**src/rtl/dmwc_pkg.sv**
```systemverilog
// ----------------------------------------------------------------------------
// dmwc_pkg
// Shared types and constants for the direct-mapped write-back cache.
// ----------------------------------------------------------------------------
`default_nettype none
package dmwc_pkg;
  localparam int unsigned AddrW  = 20;
  localparam int unsigned DataW  = 32;
  localparam int unsigned CostW  = 16;
  localparam int unsigned ACostW = 18;
  localparam int unsigned CfgIdxW = 2;

  typedef enum logic [CfgIdxW-1:0] {
    REG_MEM_READ   = 2'd0,
    REG_MEM_WRITE  = 2'd1,
    REG_LINE_READ  = 2'd2,
    REG_LINE_WRITE = 2'd3
  } cfg_reg_t;

  localparam logic [CostW-1:0] MemReadCostRst   = 16'd100;
  localparam logic [CostW-1:0] MemWriteCostRst  = 16'd100;
  localparam logic [CostW-1:0] LineReadCostRst  = 16'd1;
  localparam logic [CostW-1:0] LineWriteCostRst = 16'd1;

  typedef enum logic [2:0] {
    BK_IDLE,
    BK_CLEAR,
    BK_EVICT,
    BK_FILL,
    BK_ACCESS,
    BK_DONE
  } bk_state_t;

  typedef struct packed {
    logic             action;
    logic [AddrW-1:0] address;
    logic [DataW-1:0] write_data;
    logic             hit;
    logic             evict;
    logic [AddrW-1:0] victim;
  } job_t;
endpackage
`default_nettype wire

```
**src/rtl/dmwc_if.sv**
```systemverilog
// ----------------------------------------------------------------------------
// dmwc_req_if / dmwc_rsp_if / dmwc_cfg_if
// Valid/ready channels of the cache.
// ----------------------------------------------------------------------------
`default_nettype none
interface dmwc_req_if;
  logic        valid;
  logic        ready;
  logic        action;
  logic [19:0] address;
  logic [31:0] write_data;
  modport source (output valid, action, address, write_data, input ready);
  modport sink   (input valid, action, address, write_data, output ready);
endinterface

`default_nettype wire

```
**src/rtl/dmwc_ram.sv**
```systemverilog
// ----------------------------------------------------------------------------
// dmwc_ram
// Generic single-port RAM with registered read.
// ----------------------------------------------------------------------------
`default_nettype none
module dmwc_ram #(
  parameter int unsigned WIDTH = 32,
  parameter int unsigned DEPTH = 256
) (
  input  wire logic                     clk,
  input  wire logic                     we,
  input  wire logic [$clog2(DEPTH)-1:0] addr,
  input  wire logic [WIDTH-1:0]         wdata,
  output logic      [WIDTH-1:0]         rdata
);
  logic [WIDTH-1:0] mem [DEPTH];
  always_ff @(posedge clk) begin
    if (we) mem[addr] <= wdata;
    rdata <= mem[addr];
  end
endmodule
`default_nettype wire

```
**src/rtl/dmwc_front.sv**
```systemverilog
// ----------------------------------------------------------------------------
// dmwc_front
// Accepts requests, checks the tag array and queues classified jobs.
// ----------------------------------------------------------------------------
`default_nettype none
module dmwc_front #(
  parameter int unsigned LINES = 256,
  parameter int unsigned BLOCK_BYTES = 64,
  parameter int unsigned MEMORY_BYTES = 1048576
) (
  input  wire logic clk,
  input  wire logic rst,
  dmwc_req_if.sink  req,
  input  wire logic en,
  output dmwc_pkg::job_t job,
  output logic      job_valid,
  input  wire logic job_pop,
  output logic      busy
);
  import dmwc_pkg::*;
  localparam int unsigned OffW = $clog2(BLOCK_BYTES);
  localparam int unsigned IdxW = $clog2(LINES);
  localparam int unsigned MemAW = $clog2(MEMORY_BYTES);
  localparam int unsigned TagW = (MemAW > OffW + IdxW) ? MemAW - OffW - IdxW : 1;

  logic            valid_q [LINES];

  job_t          qbuf [2];
  logic          wp, rp;
  logic [1:0]    cnt;
  logic [MemAW-1:0] a;
  logic [IdxW-1:0]  idx;
  logic [TagW-1:0]  tag;
  logic          acc;
  job_t          nj;
  logic          look;
  logic             r_action;
  logic [AddrW-1:0] r_address;
  logic [DataW-1:0] r_wdata;
  logic             t_we;
  logic [IdxW-1:0]  t_ad;
  logic [TagW:0]    t_wd, t_rd;

  // tag RAM entry: {dirty, tag}
  dmwc_ram #(.WIDTH(TagW+1), .DEPTH(LINES)) u_tags (
    .clk(clk), .we(t_we), .addr(t_ad), .wdata(t_wd), .rdata(t_rd));

  always_comb begin
    a   = MemAW'(look ? r_address : req.address);
    idx = a[OffW +: IdxW];
    tag = (MemAW > OffW + IdxW) ? TagW'(a >> (OffW + IdxW)) : '0;
    t_ad = idx;
    t_we = look;
    nj.action     = r_action;
    nj.address    = r_address;
    nj.write_data = r_wdata;
    nj.hit        = valid_q[idx] && t_rd[TagW-1:0] == tag;
    nj.evict      = !nj.hit && valid_q[idx] && t_rd[TagW];
    nj.victim     = AddrW'({t_rd[TagW-1:0], idx, {OffW{1'b0}}});
    t_wd = {r_action | (nj.hit & t_rd[TagW]), tag};
  end

  // one queued job at a time so tag state is current when classifying
  assign req.ready = en && cnt == 2'd0 && !look;
  assign acc       = req.valid && req.ready;
  assign job       = qbuf[rp];
  assign job_valid = cnt != 2'd0;
  assign busy      = cnt != 2'd0;

  always_ff @(posedge clk) begin
    if (rst) begin
      wp <= 1'b0; rp <= 1'b0; cnt <= 2'd0; look <= 1'b0;
      for (int i = 0; i < LINES; i++) begin
        valid_q[i] <= 1'b0;
      end
    end else begin
      if (acc) begin
        look      <= 1'b1;
        r_action  <= req.action;
        r_address <= req.address;
        r_wdata   <= req.write_data;
      end
      if (look) begin
        look <= 1'b0;
        qbuf[wp] <= nj;
        wp <= ~wp;
        valid_q[idx] <= 1'b1;
      end
      if (job_pop) rp <= ~rp;
      cnt <= cnt + {1'b0, look} - {1'b0, job_pop};
    end
  end

  assert property (@(posedge clk) disable iff (rst) job_pop |-> job_valid)
    else $error("pop of empty queue");
  assert property (@(posedge clk) disable iff (rst) cnt <= 2'd1)
    else $error("queue overfilled");
  assert property (@(posedge clk) disable iff (rst) acc |=> look)
    else $error("accepted item not looked up");
  assert property (@(posedge clk) disable iff (rst) look |=> job_valid)
    else $error("accepted job not queued");
endmodule
`default_nettype wire

```
**src/flat_wrapper.sv**
```systemverilog
// flat-port wrapper written by rule: the top's interface ports become plain ports
module dmwc_front_flat import dmwc_pkg::*;
#(
  parameter int unsigned LINES = 256,
  parameter int unsigned BLOCK_BYTES = 64,
  parameter int unsigned MEMORY_BYTES = 1048576
)
  (clk, rst, en, job, job_valid, job_pop, busy, req_valid, req_action, req_address, req_write_data, req_ready);
  dmwc_req_if req_i ();
  input  wire logic clk;
  input  wire logic rst;
  input  wire logic en;
  output dmwc_pkg::job_t job;
  output logic job_valid;
  input  wire logic job_pop;
  output logic busy;
  input wire logic [$bits(req_i.valid)-1:0] req_valid;
  input wire logic [$bits(req_i.action)-1:0] req_action;
  input wire logic [$bits(req_i.address)-1:0] req_address;
  input wire logic [$bits(req_i.write_data)-1:0] req_write_data;
  output wire logic [$bits(req_i.ready)-1:0] req_ready;
  assign req_i.valid = req_valid;
  assign req_i.action = req_action;
  assign req_i.address = req_address;
  assign req_i.write_data = req_write_data;
  assign req_ready = req_i.ready;
  dmwc_front #(.LINES(LINES), .BLOCK_BYTES(BLOCK_BYTES), .MEMORY_BYTES(MEMORY_BYTES)) u_core (.clk(clk), .rst(rst), .req(req_i), .en(en), .job(job), .job_valid(job_valid), .job_pop(job_pop), .busy(busy));
endmodule
```
**config.mk**
```make
export PLATFORM = sky130hd
export DESIGN_NAME = dmwc_front_flat
export DESIGN_NICKNAME = d
export VERILOG_FILES = /design/src/rtl/dmwc_pkg.sv /design/src/rtl/dmwc_if.sv /design/src/rtl/dmwc_ram.sv /design/src/rtl/dmwc_front.sv /design/src/flat_wrapper.sv
export SDC_FILE = /design/constraint.sdc
export NUM_CORES = 2
export LEC_CHECK = 0
export BUFFER_PORTS_ARGS = -buffer_cell sky130_fd_sc_hd__buf_2
export CELL_PAD_IN_SITES_DETAIL_PLACEMENT = 0
export CELL_PAD_IN_SITES_GLOBAL_PLACEMENT = 1
export CORE_MARGIN = 1
export CORE_UTILIZATION = 54
export CTS_BUF_LIST = sky130_fd_sc_hd__clkbuf_8 sky130_fd_sc_hd__clkbuf_16
export CTS_CLUSTER_DIAMETER = 60
export DETAILED_ROUTE_END_ITERATION = 16
export PLACE_DENSITY_LB_ADDON = 0.1
export REMOVE_ABC_BUFFERS = 1
export SYNTH_ARGS = -nofsm -noshare
export SYNTH_HDL_FRONTEND = slang
export SYNTH_SLANG_ARGS = --single-unit
```
**constraint.sdc**
```tcl
create_clock -name clk -period 18.55 [get_ports clk]
set_input_delay 1.855 -clock clk [delete_from_list [all_inputs] [get_ports clk]]
set_output_delay 1.855 -clock clk [all_outputs]
set_load 0.01 [all_outputs]
```
# --- Word level (Yosys, flattened, before mapping) ---
# Memory sizes are Yosys's and may differ from the RTL's. A register that Yosys moved wholly into a read port is not among the register bits.
# Index checks and enable logic that the tools add are counted.
totals:
  ff_bits: 58
  mem_bits_rw: 2186
  input_bits: 58
  out_inout_bits: 78
  elab_cells: 44
  memories: 3
op_classes:
  addsub: 2
  eq_ne: 1
  n_mux: 13
  bitwise_logic: 5
  reduce_logical: 13
memory_table:
  columns: ["name", "words", "width", "rd", "rd_clocked_by_memory_dff", "write_ports", "line", "source"]
  rows:
  - ["u_core.u_tags.mem", 256, 7, 1, 1, 1, "dmwc_ram.sv:16", "logic [WIDTH-1:0] mem [DEPTH];"]
  - ["u_core.valid_q", 256, 1, 1, 0, 256, "dmwc_front.sv:26", "logic valid_q [LINES];"]
  - ["u_core.qbuf", 2, 69, 1, 1, 1, "dmwc_front.sv:28", "job_t qbuf [2];"]
op_table:
  columns: ["cell", "count"]
  rows:
  - ["$mux W20", 1]
  - ["$mux W1", 11]
  - ["$mux W8", 1]
  - ["$eq A6 B6 Y1", 1]
  - ["$logic_and A1 B1 Y1", 6]
  - ["$not A1 Y1", 3]
  - ["$add A2 B1 Y2", 1]
  - ["$logic_not A1 Y1", 2]
  - ["$logic_not A2 Y1", 1]
  - ["$reduce_and A2 Y1", 1]
  - ["$reduce_bool A2 Y1", 1]
  - ["$reduce_or A2 Y1", 1]
  - ["$sub A2 B1 Y2", 1]
  - ["$and A1 B1 Y1", 1]
  - ["$or A1 B1 Y1", 1]
  - ["$reduce_or A1 Y1", 1]

# --- Logic depth before layout (Yosys ltp) ---
depth:
  depth_word: 6
  ltp_mapped: 13

# --- Cells and area by module ---
# From an unflattened synthesis, not the netlist that was laid out.
hier_totals:
  hier_cells: 4774
  area_unflattened_um2: 86559.3
modules_own_cells:
  columns: ["module", "n_inst", "cells_each", "area_per_inst_um2", "seq_area_each_um2"]
  rows:
  - ["dmwc_ram", 1, 3149, 68844.8, 53951.7]
  - ["dmwc_front", 1, 1625, 17714.5, 10980.5]

# --- Worst setup path after synthesis ---
# No wires, ideal clock.
synth_timing:
  path_kind: "input to register"
  from: "input port req_address[15]"
  to: "memory u_core.u_tags.mem[0][6] in the netlist's numbering, data pin"
  setup_ns: 2.234
  arrival_time_ns: 14.525
  required_time_ns: 16.316
  slack_ns: 1.790
  cell_stages: 5
  n_path_buf: 0
  path_cell_list: "mux2_2 -> xor2_1 -> nor2_1 -> nand4_1 -> o31ai_1"
synth_via:
  elab_chain_len: 5
synth_rtl:
  columns: ["element", "line", "source"]
  rows:
  - ["start, declared", "flat_wrapper.sv:19", "input wire logic [$bits(req_i.address)-1:0] req_address;"]
  - ["$mux W20", "dmwc_front.sv:49", "a = MemAW'(look ? r_address : req.address);"]
  - ["$eq A6 B6 Y1", "dmwc_front.sv:57", "nj.hit = valid_q[idx] && t_rd[TagW-1:0] == tag;"]
  - ["$logic_and A1 B1 Y1", "dmwc_front.sv:57", null]
  - ["$and A1 B1 Y1", "dmwc_front.sv:60", "t_wd = {r_action | (nj.hit & t_rd[TagW]), tag};"]
  - ["$or A1 B1 Y1", "dmwc_front.sv:60", null]
  - ["via u_core.t_wd[6]", "dmwc_front.sv:42", "logic [TagW:0] t_wd, t_rd;"]
  - ["end, declared", "dmwc_ram.sv:16", null]
# The timed path passes the listed nets, and every way through them passes these cells.

# --- Worst setup path after layout ---
layout_timing:
  from: "input port req_address[6]"
  to: "memory u_core.u_tags.mem[226][6] in the netlist's numbering, data pin"
layout_via:
  elab_chain_len: 5
layout_rtl:
  columns: ["element", "line"]
  rows:
  - ["$mux W20", "dmwc_front.sv:49"]
  - ["$mem_v2 Z256 W1", null]
  - ["$logic_and A1 B1 Y1", "dmwc_front.sv:57"]
  - ["$and A1 B1 Y1", "dmwc_front.sv:60"]
  - ["$or A1 B1 Y1", "dmwc_front.sv:60"]
  - ["via u_core.t_wd[6]", "dmwc_front.sv:42"]
# The timed path passes the listed nets, and every way through them passes these cells.

==> flow_results.org <==
** Place
- During placement, the flow inserted port buffers numbering 129.
- GP Congestion :: 0.8308
- Final HPWL DP :: 139.8 mm
- Before CTS, the worst setup slack after placement is 10.53 ns.
- The placed instances occupy a cell area of 89,560 um2.

** Pwr
- Dividing total power by cell area gives a power density of 110.2 nW/um2.
- Overall Power :: 10.65 mW
- The worst-case IR drop observed on VDD is 0.1098 mV.
- In this run the static leakage power is 31.75 nW.

** Timing
- Ratio of final minimum period to clock period :: 0.3987
- Relative slew margins :: 0.1556
- The max-slew violation count was 0.
- After layout, the worst setup slack is 11.15 ns.
- Setup skew after layout :: 0.02489 ns
- For the pin with the worst max-slew slack, the measured transition is 1.256 ns.
- Unrepaired setup endpoints after global routing :: false
- Static timing analysis puts the maximum clock frequency at 135.2 MHz.
- The worst path in the final design needs a cycle of 7.396 ns, including I/O delays and setup.
- On the final layout, the worst hold slack is 0.4332 ns.
- Setup violations remaining at the end of the flow were counted as 0.
- Final Hold Viols :: 0

** Floorplan
- Initial Utilization :: 0.5454
- From bottom edge to top edge, the die measures 402.4 um.
- The core region is 158,700 um2.
- DIE AREA :: 161,900 um2
- Site Rows :: 146
- Die Wd :: 402.4 um
- 136 I/O pins were placed.

** Logic synthesis
- In this run the mean area of a mapped cell was 16.28 um2.
- Number of enable flip-flop cells after synthesis :: 1,983
- Yosys printed 0 warnings.
- The largest total area in the synthesized netlist belongs to edfxtp_1.
- Ys async rst share :: 0
- Count leader, synth :: edfxtp_1
- Main flop type after synthesis :: edfxtp_1
- Summing every instance area after synthesis gives 86,580 um2.
- The commonest cells after synthesis are edfxtp_1 (1,983), nor2_1 (769), nand2_1 (630).
- The share of the Yosys chip area taken by registers is 0.7500.
- Synthesis produced 5,319 cells.
- The share of synthesized area in the top cell type comes to 0.6878.
- Cell types with the largest area share after synthesis :: edfxtp_1 (69%), mux4_2 (8.7%), dfxtp_1 (6.2%)
- The netlist uses 60 different library cells.
- After synthesis the netlist holds a flip-flop and latch count of 2,252.

** Worst hold path
- Class of the tightest hold or removal check :: reg2reg

** Layout
- The multi-input combinational cells in the finished layout cover a total of 20,380 um2.
- FILL cells :: 11,711
- Post-route cell area :: 96,680 um2
- In the final layout, flip-flops and latches occupy 64,940 um2.
- Syn-to-layout area delta :: 11.67%
- Proportion of layout cells with a drive suffix above 1 :: 0.1793
- Final #Nets :: 5,505

** GRT
- Global-route wire length before repair :: 343.0 mm
- Grt met1 use :: 0.4365
- Entering global routing, the biggest net connects 119 pins.
- Met3 global-route usage :: 0.05952
- Busiest layer in global routing :: met2
- Grt total ovfl :: 0
- The via count of the first global-routing pass came to 47,261.
- Antenna violations before repair :: 9
- Met2 Resource Use GR :: 0.4494
- Overall Global Routing Usage :: 0.2959

** Route
- Via-to-Cell Ratio :: 6.328
- Initial DRT Pass Iterations :: 7
- In the final routed layout, each cell accounts on average for 30.97 um.
- In this run the remaining antenna-violating nets after routing total 0.
- In the routed design, unresolved DRC markers number 0.
- Detailed routing inserted a total of 48,856 vias.
- Wire length reported by the detailed router :: 239.1 mm
- For this block, the initial DRC count from the detailed router was 6,105.

** Clock network
- CTS saw 2,252 sinks.
- Once the clock tree was built, the resizer swapped 0 gates to a different size.
- Clock-pin slew was measured on the worst setup and hold paths at 0.06 ns.
- Clock tree from TritonCTS :: built
- Count of H-tree levels built during CTS :: 4
- The clock passes through at most 3 buffers.
- Clk Latency, worst-skew pair :: 0.85 ns
- Setup Fix Bufs, Post-CTS :: 0
- For this design, the CTS-stage hold fixing added 0 buffers.
- TritonCTS created 222 clock buffers.
- Cell chosen for the clock root :: clkbuf_16

** Critical path
- In this run the critical register-to-register path is launched from u_core.look.
- Setup crit end kind :: flop
- In this design, the critical path's most frequently occurring cell is buf_4.
- Flop2flop setup slack :: 11.28 ns
- Cell depth of the worst flop-to-flop path :: 15
- In this run the critical register-to-register path is captured at u_core.u_tags.mem[226][6].
- Worst setup path startpoint :: req_address[6]
- Category of the most critical setup path :: in2reg
- The worst setup path is launched from a primary input.
- Worst setup endpoint :: u_core.u_tags.mem[226][6]
- Critical path's slowest cell :: buf_4
- Critical Path AT :: 7.94 ns
- Required time of the critical path :: 19.09 ns
- Together, buffers and inverters on the worst path number 7.
- The largest single stage delay on the critical path is 0.80 ns.
- Cell depth of the worst setup path :: 15
- Grouping stages by cell kind, the critical path spends the most delay in buffers and inverters.
- The signal on the critical path passes through buf_2 > mux2i_4 > buf_4 > inv_16 > buf_12 > buf_4 > nand2_1 > nand3_1 > a21oi_1 > nor3_1 > or4_1 > o31ai_1 > o31ai_4 > buf_4 > buf_4.
- Worst Path Max Fanout :: 93

** Run
- Across the run, the number of max-cap violations was 0.

** Outcome
- Result of the run :: completed
[cells by family (layout without fill, tap and decap cells)]
logic type      Yosys count  after routing  share of synthesized area
flops                  2252           2252                     0.7500
other cells               1             12                 0.00004331
mux                     527            527                     0.1105
simple gates           1663           1663                    0.07914
compound gates          511            511                    0.04107
fa+ha+maj                 2              2                  0.0002890
buf+inv                 353            672                    0.01801
xor+xnor                 10             10                   0.001012
[routing by layer]
| metal | vias up | share of wire |
|---|---|---|
| li1 | 20696 | - |
| met3 | 351 | 0.095 |
| met1 | 25370 | 0.42 |
| met4 | 0 | 0.027 |
| met2 | 2439 | 0.46 |
| met5 | - | 0 |
[report_power, final]
group / internal (mW) / switching (mW) / total, mW
Combinational: 0.221 / 0.505 / 0.727
Clock: 2.46 / 1.89 / 4.36
Sequential: 5.55 / 0.0170 / 5.57
[cells in the final DEF (no fill, tap or decap), types with 17 or more instances in the layout]
master,n
a21oi_1,105
a22oi_1,122
a311oi_1,112
and3_1,112
buf_2,128
buf_4,103
clkbuf_16,225
clkbuf_8,19
clkinv_1,41
clkinv_2,30
dfxtp_1,267
edfxtp_1,1983
inv_1,85
mux2_2,82
mux2i_1,102
mux4_2,333
nand2_1,624
nand3_1,32
nand4_1,51
nor2_1,766
nor3_1,17
o21ai_0,86
[area by class of cell]
class,instances,area share
Clock buffer,244,0.06094
Multi-Input combinational cell,2719,0.2108
Timing Repair Buffer,240,0.01644
Tap cell,2072,0.02681
Inverter,10,0.0006730
Clock inverter,178,0.01251
Antenna cell,6,0.0001553
Sequential cell,2252,0.6717
[metrics by stage]
stage	cells	util	setup TNS, ns
floorplan	4981	-	-9244.86
detailed placement	7293	0.5642	0
global placement	7293	0.5642	0
CTS	7715	0.6089	0
finish	7721	0.6090	0
global route	7715	0.6089	0
[state kept, by name, summed over array words and instances, names as in the netlist, named ones only]
register             flops
u_core.valid_q         256
u_core.qbuf            138
u_core.r_wdata          32
u_core.cnt               2
u_core.rp                1
u_core.r_action          1
u_core.look              1
u_core.r_address        20
u_core.u_tags.rdata      7
u_core.u_tags.mem     1792
u_core.wp                1
[worst min path at each step]
| stage | start | endpoint | slack [ns] | cells past startpoint |
|---|---|---|---|---|
| after CTS | u_core.r_address[3] | u_core.qbuf[0][51] | 0.44 | 0 |
| after detailed placement | u_core.r_address[3] | u_core.qbuf[1][51] | 0.43 | 0 |
| after global placement | u_core.r_address[0] | u_core.qbuf[0][48] | 0.42 | 0 |
| after floorplan | u_core.r_wdata[0] | u_core.qbuf[0][16] | 0.42 | 0 |
| final | u_core.r_address[3] | u_core.qbuf[1][51] | 0.43 | 0 |
| after global routing | u_core.r_wdata[3] | u_core.qbuf[1][19] | 0.45 | 0 |
Power figures use the tool's default switching activity.
